<file path="config.mk">
export PLATFORM = sky130hd
export DESIGN_NAME = bounded_set_store_unit
export DESIGN_NICKNAME = d
export VERILOG_FILES = /design/src/bss_pkg.sv /design/src/bss_store.sv /design/src/bss_ctrl.sv /design/src/bounded_set_store_unit.sv
export VERILOG_INCLUDE_DIRS = /design/src /design/src/src
export SDC_FILE = /design/constraint.sdc
export NUM_CORES = 1
export LEC_CHECK = 0
export ABC_AREA = 1
export BUFFER_PORTS_ARGS = -buffer_cell sky130_fd_sc_hd__buf_2
export CORE_ASPECT_RATIO = 2
export CORE_MARGIN = 5
export CORE_UTILIZATION = 55
export DETAILED_ROUTE_END_ITERATION = 6
export GPL_ROUTABILITY_DRIVEN = 0
export PLACE_DENSITY = 0.8
export SLEW_MARGIN = 5
export SYNTH_ARGS = -nofsm -noshare
export SYNTH_HDL_FRONTEND = slang
export SYNTH_SLANG_ARGS = --single-unit
</file>
<file path="constraint.sdc">
create_clock -name clk -period 8.81 [get_ports clk]
set_input_delay 0.4405 -clock clk [delete_from_list [all_inputs] [get_ports clk]]
set_output_delay 0.4405 -clock clk [all_outputs]
set_load 0.03 [all_outputs]
</file>
<file path="src/assert_macros.svh">
// ----------------------------------------------------------------------------
// assert_macros.svh
// Assertion shorthands used by the top-level RTL file.
// ----------------------------------------------------------------------------
`ifndef ASSERT_MACROS_SVH
`define ASSERT_MACROS_SVH

// Same-cycle implication, held off during reset
`define ASSERT_IMP(label, clk, rst_n, ante, cons, msg) \
    label: assert property (@(posedge clk) disable iff (!rst_n) (ante) |-> (cons)) \
        else $error(msg);

// Next-cycle implication, held off during reset
`define ASSERT_NXT(label, clk, rst_n, ante, cons, msg) \
    label: assert property (@(posedge clk) disable iff (!rst_n) (ante) |=> (cons)) \
        else $error(msg);

`endif

</file>
<file path="src/bss_pkg.sv">
// ----------------------------------------------------------------------------
// bss_pkg
// Types and constants of the bounded set store.
// ----------------------------------------------------------------------------
`timescale 1ns / 1ps

package bss_pkg;

    localparam int VALUE_W = 32;
    localparam int POS_W   = 4;
    localparam int COUNT_W = 5;

    typedef enum logic [1:0] {
        OP_INSERT = 2'd0,
        OP_REMOVE = 2'd1,
        OP_QUERY  = 2'd2,
        OP_READ   = 2'd3
    } op_t;

    typedef enum logic [2:0] {
        ST_IDLE,
        ST_EXEC,
        ST_SCAN,
        ST_RDATA,
        ST_FINISH
    } state_t;

    typedef struct packed {
        logic [1:0]                operation;
        logic signed [VALUE_W-1:0] value;
        logic [POS_W-1:0]          position;
    } cmd_t;

    typedef struct packed {
        logic                      found;
        logic signed [VALUE_W-1:0] read_data;
        logic                      rejected;
        logic [COUNT_W-1:0]        entry_count;
    } rsp_t;

endpackage

</file>
<file path="src/bss_store.sv">
// ----------------------------------------------------------------------------
// bss_store
// Entry memory: one write port, one read port with registered read data.
// ----------------------------------------------------------------------------
`timescale 1ns / 1ps

module bss_store #(
    parameter int DEPTH  = 16,
    parameter int ADDR_W = 4
) (
    input  logic                           clk,
    input  logic                           we,
    input  logic [ADDR_W-1:0]              waddr,
    input  logic [bss_pkg::VALUE_W-1:0]    wdata,
    input  logic                           re,
    input  logic [ADDR_W-1:0]              raddr,
    output logic [bss_pkg::VALUE_W-1:0]    rdata
);
    import bss_pkg::*;

    logic [VALUE_W-1:0] store_mem [DEPTH];
    logic [VALUE_W-1:0] rdata_reg;

    always_ff @(posedge clk)
    begin
        if (we)
        begin
            store_mem[waddr] <= wdata;
        end
    end

    always_ff @(posedge clk)
    begin
        if (re)
        begin
            rdata_reg <= store_mem[raddr];
        end
    end

    assign rdata = rdata_reg;

endmodule

</file>
<file path="src/bss_ctrl.sv">
// ----------------------------------------------------------------------------
// bss_ctrl
// Sequencer and shared compare unit: walks the store one entry per cycle
// for remove and query, compacting survivors in place on remove.
// ----------------------------------------------------------------------------
`timescale 1ns / 1ps

module bss_ctrl #(
    parameter int CAPACITY = 16,
    parameter int ADDR_W   = 4,
    parameter int CNT_W    = 5
) (
    input  logic                           clk,
    input  logic                           rst_n,
    input  logic                           cmd_fire,
    input  bss_pkg::cmd_t                  cmd,
    output logic                           idle,
    output logic                           done,
    input  logic                           take,
    output bss_pkg::rsp_t                  result,
    output logic                           mem_we,
    output logic [ADDR_W-1:0]              mem_waddr,
    output logic [bss_pkg::VALUE_W-1:0]    mem_wdata,
    output logic                           mem_re,
    output logic [ADDR_W-1:0]              mem_raddr,
    input  logic [bss_pkg::VALUE_W-1:0]    mem_rdata
);
    import bss_pkg::*;

    localparam int CMP_W = (CNT_W > POS_W) ? CNT_W : POS_W;

    state_t             state_reg, state_next;
    op_t                op_reg, op_next;
    logic [VALUE_W-1:0] val_reg, val_next;
    logic [POS_W-1:0]   pos_reg, pos_next;
    logic [CNT_W-1:0]   idx_reg, idx_next;
    logic [CNT_W-1:0]   wr_reg, wr_next;
    logic [CNT_W-1:0]   count_reg, count_next;
    logic               found_reg, found_next;
    logic [VALUE_W-1:0] data_reg, data_next;
    logic               rej_reg, rej_next;

    logic               pos_ok;
    logic               hit;

    assign pos_ok = CMP_W'(pos_reg) < CMP_W'(count_reg);
    assign hit    = (mem_rdata == val_reg);

    always_ff @(posedge clk or negedge rst_n)
    begin
        if (!rst_n)
        begin
            state_reg <= ST_IDLE;
            count_reg <= '0;
        end
        else
        begin
            state_reg <= state_next;
            count_reg <= count_next;
        end
    end

    always_ff @(posedge clk)
    begin
        op_reg    <= op_next;
        val_reg   <= val_next;
        pos_reg   <= pos_next;
        idx_reg   <= idx_next;
        wr_reg    <= wr_next;
        found_reg <= found_next;
        data_reg  <= data_next;
        rej_reg   <= rej_next;
    end

    // next state
    always_comb
    begin
        state_next = state_reg;
        unique case (state_reg)
            ST_IDLE:
            begin
                if (cmd_fire)
                begin
                    state_next = ST_EXEC;
                end
            end
            ST_EXEC:
            begin
                unique case (op_reg)
                    OP_INSERT: state_next = ST_FINISH;
                    OP_READ:   state_next = pos_ok ? ST_RDATA : ST_FINISH;
                    OP_REMOVE,
                    OP_QUERY:  state_next = (count_reg == '0) ? ST_FINISH : ST_SCAN;
                endcase
            end
            ST_SCAN:
            begin
                if (idx_reg == count_reg)
                begin
                    state_next = ST_FINISH;
                end
            end
            ST_RDATA:
            begin
                state_next = ST_FINISH;
            end
            ST_FINISH:
            begin
                if (take)
                begin
                    state_next = ST_IDLE;
                end
            end
            default:
            begin
                state_next = ST_IDLE;
            end
        endcase
    end

    // datapath and memory control
    always_comb
    begin
        op_next    = op_reg;
        val_next   = val_reg;
        pos_next   = pos_reg;
        idx_next   = idx_reg;
        wr_next    = wr_reg;
        count_next = count_reg;
        found_next = found_reg;
        data_next  = data_reg;
        rej_next   = rej_reg;
        mem_we     = 1'b0;
        mem_waddr  = '0;
        mem_wdata  = '0;
        mem_re     = 1'b0;
        mem_raddr  = '0;

        unique case (state_reg)
            ST_IDLE:
            begin
                if (cmd_fire)
                begin
                    op_next    = op_t'(cmd.operation);
                    val_next   = cmd.value;
                    pos_next   = cmd.position;
                    idx_next   = '0;
                    wr_next    = '0;
                    found_next = 1'b0;
                    data_next  = '0;
                    rej_next   = 1'b0;
                end
            end
            ST_EXEC:
            begin
                unique case (op_reg)
                    OP_INSERT:
                    begin
                        if (count_reg < CNT_W'(CAPACITY))
                        begin
                            mem_we     = 1'b1;
                            mem_waddr  = count_reg[ADDR_W-1:0];
                            mem_wdata  = val_reg;
                            count_next = count_reg + 1'b1;
                        end
                        else
                        begin
                            rej_next = 1'b1;
                        end
                    end
                    OP_READ:
                    begin
                        if (pos_ok)
                        begin
                            mem_re    = 1'b1;
                            mem_raddr = ADDR_W'(pos_reg);
                        end
                        else
                        begin
                            rej_next = 1'b1;
                        end
                    end
                    OP_REMOVE,
                    OP_QUERY:
                    begin
                        if (count_reg != '0)
                        begin
                            mem_re    = 1'b1;
                            mem_raddr = '0;
                            idx_next  = CNT_W'(1);
                        end
                    end
                endcase
            end
            ST_SCAN:
            begin
                // entry idx-1 is on the read port; the write pointer never
                // passes the read pointer, so compaction is safe in place
                if (hit)
                begin
                    found_next = 1'b1;
                end
                else if (op_reg == OP_REMOVE)
                begin
                    mem_we    = 1'b1;
                    mem_waddr = wr_reg[ADDR_W-1:0];
                    mem_wdata = mem_rdata;
                    wr_next   = wr_reg + 1'b1;
                end

                if (idx_reg != count_reg)
                begin
                    mem_re    = 1'b1;
                    mem_raddr = idx_reg[ADDR_W-1:0];
                    idx_next  = idx_reg + 1'b1;
                end
                else if (op_reg == OP_REMOVE)
                begin
                    count_next = hit ? wr_reg : wr_reg + 1'b1;
                end
            end
            ST_RDATA:
            begin
                data_next = mem_rdata;
            end
            ST_FINISH:
            begin
            end
            default:
            begin
            end
        endcase
    end

    // status and result
    always_comb
    begin
        idle               = (state_reg == ST_IDLE);
        done               = (state_reg == ST_FINISH);
        result.found       = found_reg;
        result.read_data   = data_reg;
        result.rejected    = rej_reg;
        result.entry_count = COUNT_W'(count_reg);
    end

endmodule

</file>
<file path="src/bounded_set_store_unit.sv">
// ----------------------------------------------------------------------------
// bounded_set_store_unit
// Ordered store of up to CAPACITY signed 32-bit values with insert,
// remove-all-equal with compaction, membership query and indexed read.
// ----------------------------------------------------------------------------
//   Channel | Handshake             | Payload
//   --------+-----------------------+------------------------------------
//   cmd     | cmd_valid / cmd_ready | bss_pkg::cmd_t (operation, value,
//           |                       |   position)
//   rsp     | rsp_valid / rsp_ready | bss_pkg::rsp_t (found, read_data,
//           |                       |   rejected, entry_count)
//
// One command at a time. Insert goes from EXEC to FINISH, read through EXEC
// and, for a valid position, RDATA; remove and query scan: the single memory
// read port walks the entries one per cycle through the shared comparator.
// Reset clears the fill count; entry contents are undefined until written.
// A stalled rsp holds in the output register while the next cmd is taken.
// ----------------------------------------------------------------------------
`timescale 1ns / 1ps
`include "assert_macros.svh"

module bounded_set_store_unit #(
    parameter int CAPACITY = 16
) (
    input  logic          clk,
    input  logic          rst_n,
    input  logic          cmd_valid,
    output logic          cmd_ready,
    input  bss_pkg::cmd_t cmd,
    output logic          rsp_valid,
    input  logic          rsp_ready,
    output bss_pkg::rsp_t rsp
);
    import bss_pkg::*;

    localparam int ADDR_W = (CAPACITY > 1) ? $clog2(CAPACITY) : 1;
    localparam int CNT_W  = $clog2(CAPACITY + 1);

    logic               cmd_fire;
    logic               idle;
    logic               done;
    logic               load;
    rsp_t               result;
    logic               mem_we;
    logic [ADDR_W-1:0]  mem_waddr;
    logic [VALUE_W-1:0] mem_wdata;
    logic               mem_re;
    logic [ADDR_W-1:0]  mem_raddr;
    logic [VALUE_W-1:0] mem_rdata;

    logic               rsp_valid_reg, rsp_valid_next;
    rsp_t               rsp_reg;

    assign cmd_ready = idle;
    assign cmd_fire  = cmd_valid && cmd_ready;

    // advance a finished result into the output register when it is free
    assign load = done && (!rsp_valid_reg || rsp_ready);

    bss_ctrl #(
        .CAPACITY (CAPACITY),
        .ADDR_W   (ADDR_W),
        .CNT_W    (CNT_W)
    ) u_ctrl (
        .clk       (clk),
        .rst_n     (rst_n),
        .cmd_fire  (cmd_fire),
        .cmd       (cmd),
        .idle      (idle),
        .done      (done),
        .take      (load),
        .result    (result),
        .mem_we    (mem_we),
        .mem_waddr (mem_waddr),
        .mem_wdata (mem_wdata),
        .mem_re    (mem_re),
        .mem_raddr (mem_raddr),
        .mem_rdata (mem_rdata)
    );

    bss_store #(
        .DEPTH  (CAPACITY),
        .ADDR_W (ADDR_W)
    ) u_store (
        .clk   (clk),
        .we    (mem_we),
        .waddr (mem_waddr),
        .wdata (mem_wdata),
        .re    (mem_re),
        .raddr (mem_raddr),
        .rdata (mem_rdata)
    );

    always_comb
    begin
        rsp_valid_next = rsp_valid_reg;
        if (load)
        begin
            rsp_valid_next = 1'b1;
        end
        else if (rsp_ready)
        begin
            rsp_valid_next = 1'b0;
        end
    end

    always_ff @(posedge clk or negedge rst_n)
    begin
        if (!rst_n)
        begin
            rsp_valid_reg <= 1'b0;
        end
        else
        begin
            rsp_valid_reg <= rsp_valid_next;
        end
    end

    always_ff @(posedge clk)
    begin
        if (load)
        begin
            rsp_reg <= result;
        end
    end

    assign rsp_valid = rsp_valid_reg;
    assign rsp       = rsp_reg;

    `ASSERT_IMP(a_no_overwrite, clk, rst_n, rsp_valid && !rsp_ready, !load, "rsp overwritten")
    `ASSERT_NXT(a_busy_after_cmd, clk, rst_n, cmd_fire, !cmd_ready, "cmd taken while busy")
    `ASSERT_IMP(a_found_no_reject, clk, rst_n, rsp_valid && rsp.found, !rsp.rejected, "flag clash")
    `ASSERT_IMP(a_found_no_data, clk, rst_n, rsp_valid && rsp.found, rsp.read_data == '0, "data set")

endmodule

</file>
### Word-level counts from Yosys, hierarchy flattened

Memory sizes are Yosys's and may differ from the RTL's. A register that Yosys moved wholly into a read port is not among the register bits.
Index checks and enable logic that the tools add are counted.

| word-level totals | value |
|---|---|
| output and inout port bits | 41 |
| memories | 1 |
| bits in registers | 130 |
| input port bits | 42 |
| logic and storage cells | 127 |
| bits in writable memories | 512 |

Memories:

| memory | depth | width | rd ports | clocked after Yosys merged registers in | wr ports | line | RTL |
|---|---|---|---|---|---|---|---|
| u_store.store_mem | 16 | 32 | 1 | 1 | 1 | bss_store.sv:21 | `logic [VALUE_W-1:0] store_mem [DEPTH];` |

| operators by class | value |
|---|---|
| $lt $le $gt $ge | 2 |
| reduce and logical (&&, ||, !) cells | 23 |
| equality and inequality tests | 25 |
| muxes and demuxes | 58 |
| $add $sub $neg | 3 |

Operators by type and width:

| operator | count |
|---|---|
| $mux 32 | 5 |
| $pmux 32 s2 | 2 |
| $mux 5 | 11 |
| $eq 32x32->1 | 1 |
| $mux 4 | 7 |
| $pmux 5 s2 | 2 |
| $ne 2x1->1 const B | 9 |
| $pmux 4 s2 | 2 |
| $add 5x1->5 const B | 3 |
| $mux 1 | 15 |
| $mux 3 | 5 |
| $pmux 3 s5 | 1 |
| $pmux 5 s3 | 1 |
| $reduce_and 5->1 | 3 |
| $pmux 1 s2 | 6 |
| $reduce_bool 2->1 | 5 |
| $ne 3x3->1 const B | 3 |
| $pmux 3 s3 | 1 |
| $eq 3x2->1 const B | 2 |
| $ne 2x2->1 const B | 3 |
| $reduce_and 3->1 | 2 |
| $eq 5x5->1 | 1 |
| $logic_not 5->1 | 1 |
| $lt 4x5->1 | 1 |
| 16 further kinds | 19 |

### Logic depth before layout (Yosys ltp)

| depth | value |
|---|---|
| depth after elaboration | 6 |
| mapped depth | 15 |

### Modules after synthesis

A second synthesis with hierarchy kept.

| unflattened totals | value |
|---|---|
| cells, all modules | 2,664 |
| area, all modules | 28,984.0 µm² |

By module, submodules not included:

| module | instances | cells each | seq. area each (µm²) | area each (µm²) |
|---|---|---|---|---|
| bss_store | 1 | 2,120 | 16,335.7 | 23,064.6 |
| bss_ctrl | 1 | 497 | 2,662.6 | 4,692.0 |
| bounded_set_store_unit | 1 | 47 | 1,196.1 | 1,227.4 |

### Least setup slack after synthesis

Ideal clock, no wire load.

| timing | value |
|---|---|
| path type | register -> register |
| start | register u_ctrl.val_reg[20] |
| end | memory u_store.store_mem[0][0] (enable) |
| path buffers | 1 |
| required time | 8.389 ns |
| clock period less this slack | 3.213 ns |
| path slack | 5.597 ns |
| arrival | 2.792 ns |
| stages on the path, launching flop included | 13 |
| cells stage by stage | edfxtp_1 -> xnor2_1 -> nand2_1 -> nor2_1 -> nand2_1 -> nor2_1 -> nand2_1 -> clkbuf_1 -> nand3_1 -> nand2_1 -> inv_1 -> nand3_1 -> nor2_1 |

| between the ends | value |
|---|---|
| word-level cells in the longest chain between the ends | 5 |
| elaborated cells on any way between the ends | 7 |
| classes of those cells | eq/ne: 1; mux: 6 |

Ends and longest elaborated chain:

| element | line | RTL |
|---|---|---|
| start: declaration | bss_ctrl.sv:34 | `logic [VALUE_W-1:0] val_reg, val_next;` |
| start signal: assignment | bss_ctrl.sv:66 | `val_reg <= val_next;` |
| $eq 32x32->1 * | bss_ctrl.sv:47 | `assign hit = (mem_rdata == val_reg);` |
| $mux 1 | bss_ctrl.sv:199 | `if (hit)` |
| $pmux 1 s2 | bss_ctrl.sv:139 | `unique case (state_reg)` |
| $mux 1 | bss_store.sv:26 | `if (we)` |
| $mux 1 (implied by the code) | bss_store.sv:28 | `store_mem[waddr] <= wdata;` |
| end: declaration | bss_store.sv:21 |  |

Every way passes the cells marked *; elsewhere a longest branch is shown, timed or not.

### Worst setup path after layout

| timing | value |
|---|---|
| start | register u_ctrl.state_reg[0] |
| end | register u_store.rdata_reg[2] (netlist: u_store.rdata[2]) (read register of u_store.store_mem) (data pin) |

| between the ends | value |
|---|---|
| word-level cells in the longest chain between the ends | 2 |
| elaborated cells on any way between the ends | 4 |
| classes of those cells | eq/ne: 2; mux: 2 |

Ends and longest elaborated chain:

| element | line | RTL |
|---|---|---|
| start: declaration | bss_ctrl.sv:32 | `state_t state_reg, state_next;` |
| start signal: assignment | bss_ctrl.sv:58 | `state_reg <= state_next;` |
| $eq 3x2->1 / $eq 3x1->1 (equally long branches) | bss_ctrl.sv:139 |  |
| $pmux 4 s2 / $pmux 1 s2 (equally long branches) | bss_ctrl.sv:139 |  |
| end: declaration | bss_store.sv:22 | `logic [VALUE_W-1:0] rdata_reg;` |

Parallel ways exist; a longest one is shown, timed or not.
A chain may end at the register's enable or synchronous reset.

==> impl_metrics.tcl <==
set metrics [dict create \
    cts_hold_buf 28 \
    hold_viol 0 \
    skew_ns 0.0250 \
    crit_arrival_ns 5.36 \
    rsz0062_at_grt "no" \
    drt-initial-drc-count 2591 \
    tritoncts "yes" \
    ir_worst_vdd_v 0.000163 \
    synth_warnings 0 \
    fin_util_pct 61.4 \
    final_cell_mix "edfxtp_1, nand3_1, nand2_1" \
    wirelength_microns 73700 \
    min_path_type "input port to flip-flop" \
    io_buffers 82 \
    netlist_instances 2641 \
    combPwrFrac_pct 22.7 \
    syn_area_sq_um 29300 \
    diodes 0 \
    drcViolationCount 0 \
    fin_tns_setup_ns 0 \
    place_hpwl_microns 38900 \
    final_max_slew_viol_count 0 \
    tightest_slew_ns 1.24 \
    p_clk_share_pct 29.4 \
    grt_pass1_vias 20300 \
    final_nets 2751 \
    grt_max_degree 206 \
    std_cell_rows 119 \
    pre_cts_slack_ns 3.99 \
    initial_core_util_pct 55.5 \
    post_drt_wl_per_cell_microns 21.6 \
    cp.required_ns 9.16 \
    die_y_microns 336 \
    drt-vias-per-instance 5.97 \
    cap_viol_max_count 0 \
    timing.final.ws_setup_ns 3.80 \
    fmax_ghz 0.200 \
    period_minus_slack_ns 5.01 \
    start_kind "flip-flop" \
    grt_usage_pct 24.7 \
    yosysSeqAreaShare_pct 69.0 \
    p_switching_uw 2740 \
    cts-root-buf "clkbuf_16" \
    cts_inserted_buffers 55 \
    die_x_microns 173 \
    core_area_sq_um 52700 \
    powerDensity_nw_per_um2 267 \
    area_growth_pct 10.7 \
    total_power_uw 8640 \
    finalCritPeriodShare_pct 56.8 \
    post-cts-setup-buffer-count 0 \
    leakage_uw 0.0131 \
    htree_num_levels 2 \
    dr.pass1.iters 6 \
    whs_ns 0.0199 \
    worstPathMaxFanout 79 \
    setup_violations 0 \
    antenna_found_initial 0 \
    ctsResizeCount 0 \
    seq_area_sq_um 20200 \
    internal_power_uw 5900 \
    seqPwrFrac_pct 47.9 \
    reg2reg_slack_ns 3.80 \
    die_area_sq_um 58200 \
    grt_overflow 0 \
    grt_first_pass_wirelength_microns 112000 \
    worstSetupEndpointType "flip-flop" \
    ant_nets 0 \
    fillers 3872 \
    clk_latency_ns 0.62 \
    timing.slew.headroom_pct 17.6 \
    synthDistinctLibCells 37 \
    avgSynthCellArea_sq_um 11.1 \
    vias 20300 \
    final_common_cell "edfxtp_1" \
    synth_nets 2694 \
    ys_ff_latch 674 \
    switching_share_pct 31.7 \
    clkSinkCount 674 \
    io_pins 83 \
    status "complete, no violations" \
    drive_above_1_share_pct 9.15 \
    largest_reg_flops 512 \
    cts_buffer_depth 3 \
    critPathKind "flip-flop to flip-flop" \
    clkSlewWorstSetupHoldPaths_ns 0.07 \
    multi_input_area_sq_um 6810 \
]
cells by family after synthesis:
kind of cell / count (synthesis) / share of synthesized area (%)
buffers and inverters: 600 / 8.31
AOI/OAI and AO/OA: 71 / 1.45
adders and majority gates: 11 / 0.470
xor gates and xnor gates: 5 / 0.150
DFF: 674 / 69.0
and+or+nand+nor: 1280 / 20.6
stage by stage:
stage,cells,cell area (sq um)
final,3408,32400
after floorplan,2641,29300
after CTS,3408,32400
after detailed placement,3278,30200
after global placement,3278,30200
after global routing,3408,32400
area by class of cell:
type	count	share of cell area, %
sequential	674	62.4
multi-input combinational	1367	21.0
inverter	457	5.31
clock buffer	63	4.34
timing repair buffer	143	2.98
tap	665	2.57
clock inverter	39	1.42
synth_stat cells, drive strengths merged:
cell	n	area share, %
a211oi	1	0.026
a21boi	1	0.038
a21oi	17	0.29
a31oi	2	0.043
and2	1	0.026
buf	110	2.0
clkbuf	33	0.42
clkinv	1	0.013
dfrtp	9	0.77
edfxtp	665	68
ha	11	0.47
inv	456	5.9
nand2	474	6.1
nand3	594	10
nand3b	97	2.5
nand4	19	0.43
nor2	91	1.3
nor3	2	0.034
o211ai	1	0.026
o21ai	17	0.29
o22ai	32	0.73
or2	2	0.043
xnor2	4	0.12
xor2	1	0.030
per-layer routing:
layer | vias to the layer above | track usage (%) | part of all wire (%)
met2 | 1317 | 42.2 | 49
met3 | 365 | 3.84 | 10
li1 | 9019 | - | -
met5 | - | 0 | 0
met4 | 0 | 16.8 | 7.6
met1 | 9631 | 28.9 | 33
power groups by stage:
stage | logic, uW | clock network [uW] | registers, uW
3_3_place_gp | 1840 | 0 | 4190
2_1_floorplan | 1320 | 0 | 4200
6_report | 1960 | 2540 | 4140
5_1_grt | 2140 | 2690 | 4160
4_1_cts | 1940 | 2560 | 4130
3_5_place_dp | 1910 | 0 | 4200
worst max-delay path, stage by stage (launching register included):
cell	delay, ns
dfrtp_1	0.46
nor2_1	0.18
nand2_1	0.45
inv_2	0.34
nand3_1	0.16
nand2_4	0.82
clkinv_2	0.83
buf_4	0.57
buf_4	0.41
nand3_1	0.19
nand3_1	0.09
nand3_1	0.11
nand2_1	0.05
worst paths after layout:
| kind | endpoint | cells past startpoint | from |
|---|---|---|---|
| min reg2reg | rsp[14] | 0 | u_ctrl.data_reg[8] |
| min | u_ctrl.val_reg[22] | 1 | cmd[26] |
| max in group asynchronous | rsp_valid | 2 | rst_n |
| max reg2reg | u_store.rdata[2] | 12 | u_ctrl.state_reg[0] |
| max | u_store.rdata[2] | 12 | u_ctrl.state_reg[0] |
| min in group asynchronous | u_ctrl.state_reg[2] | 2 | rst_n |
Note: power is estimated with default switching activity, not from simulation.
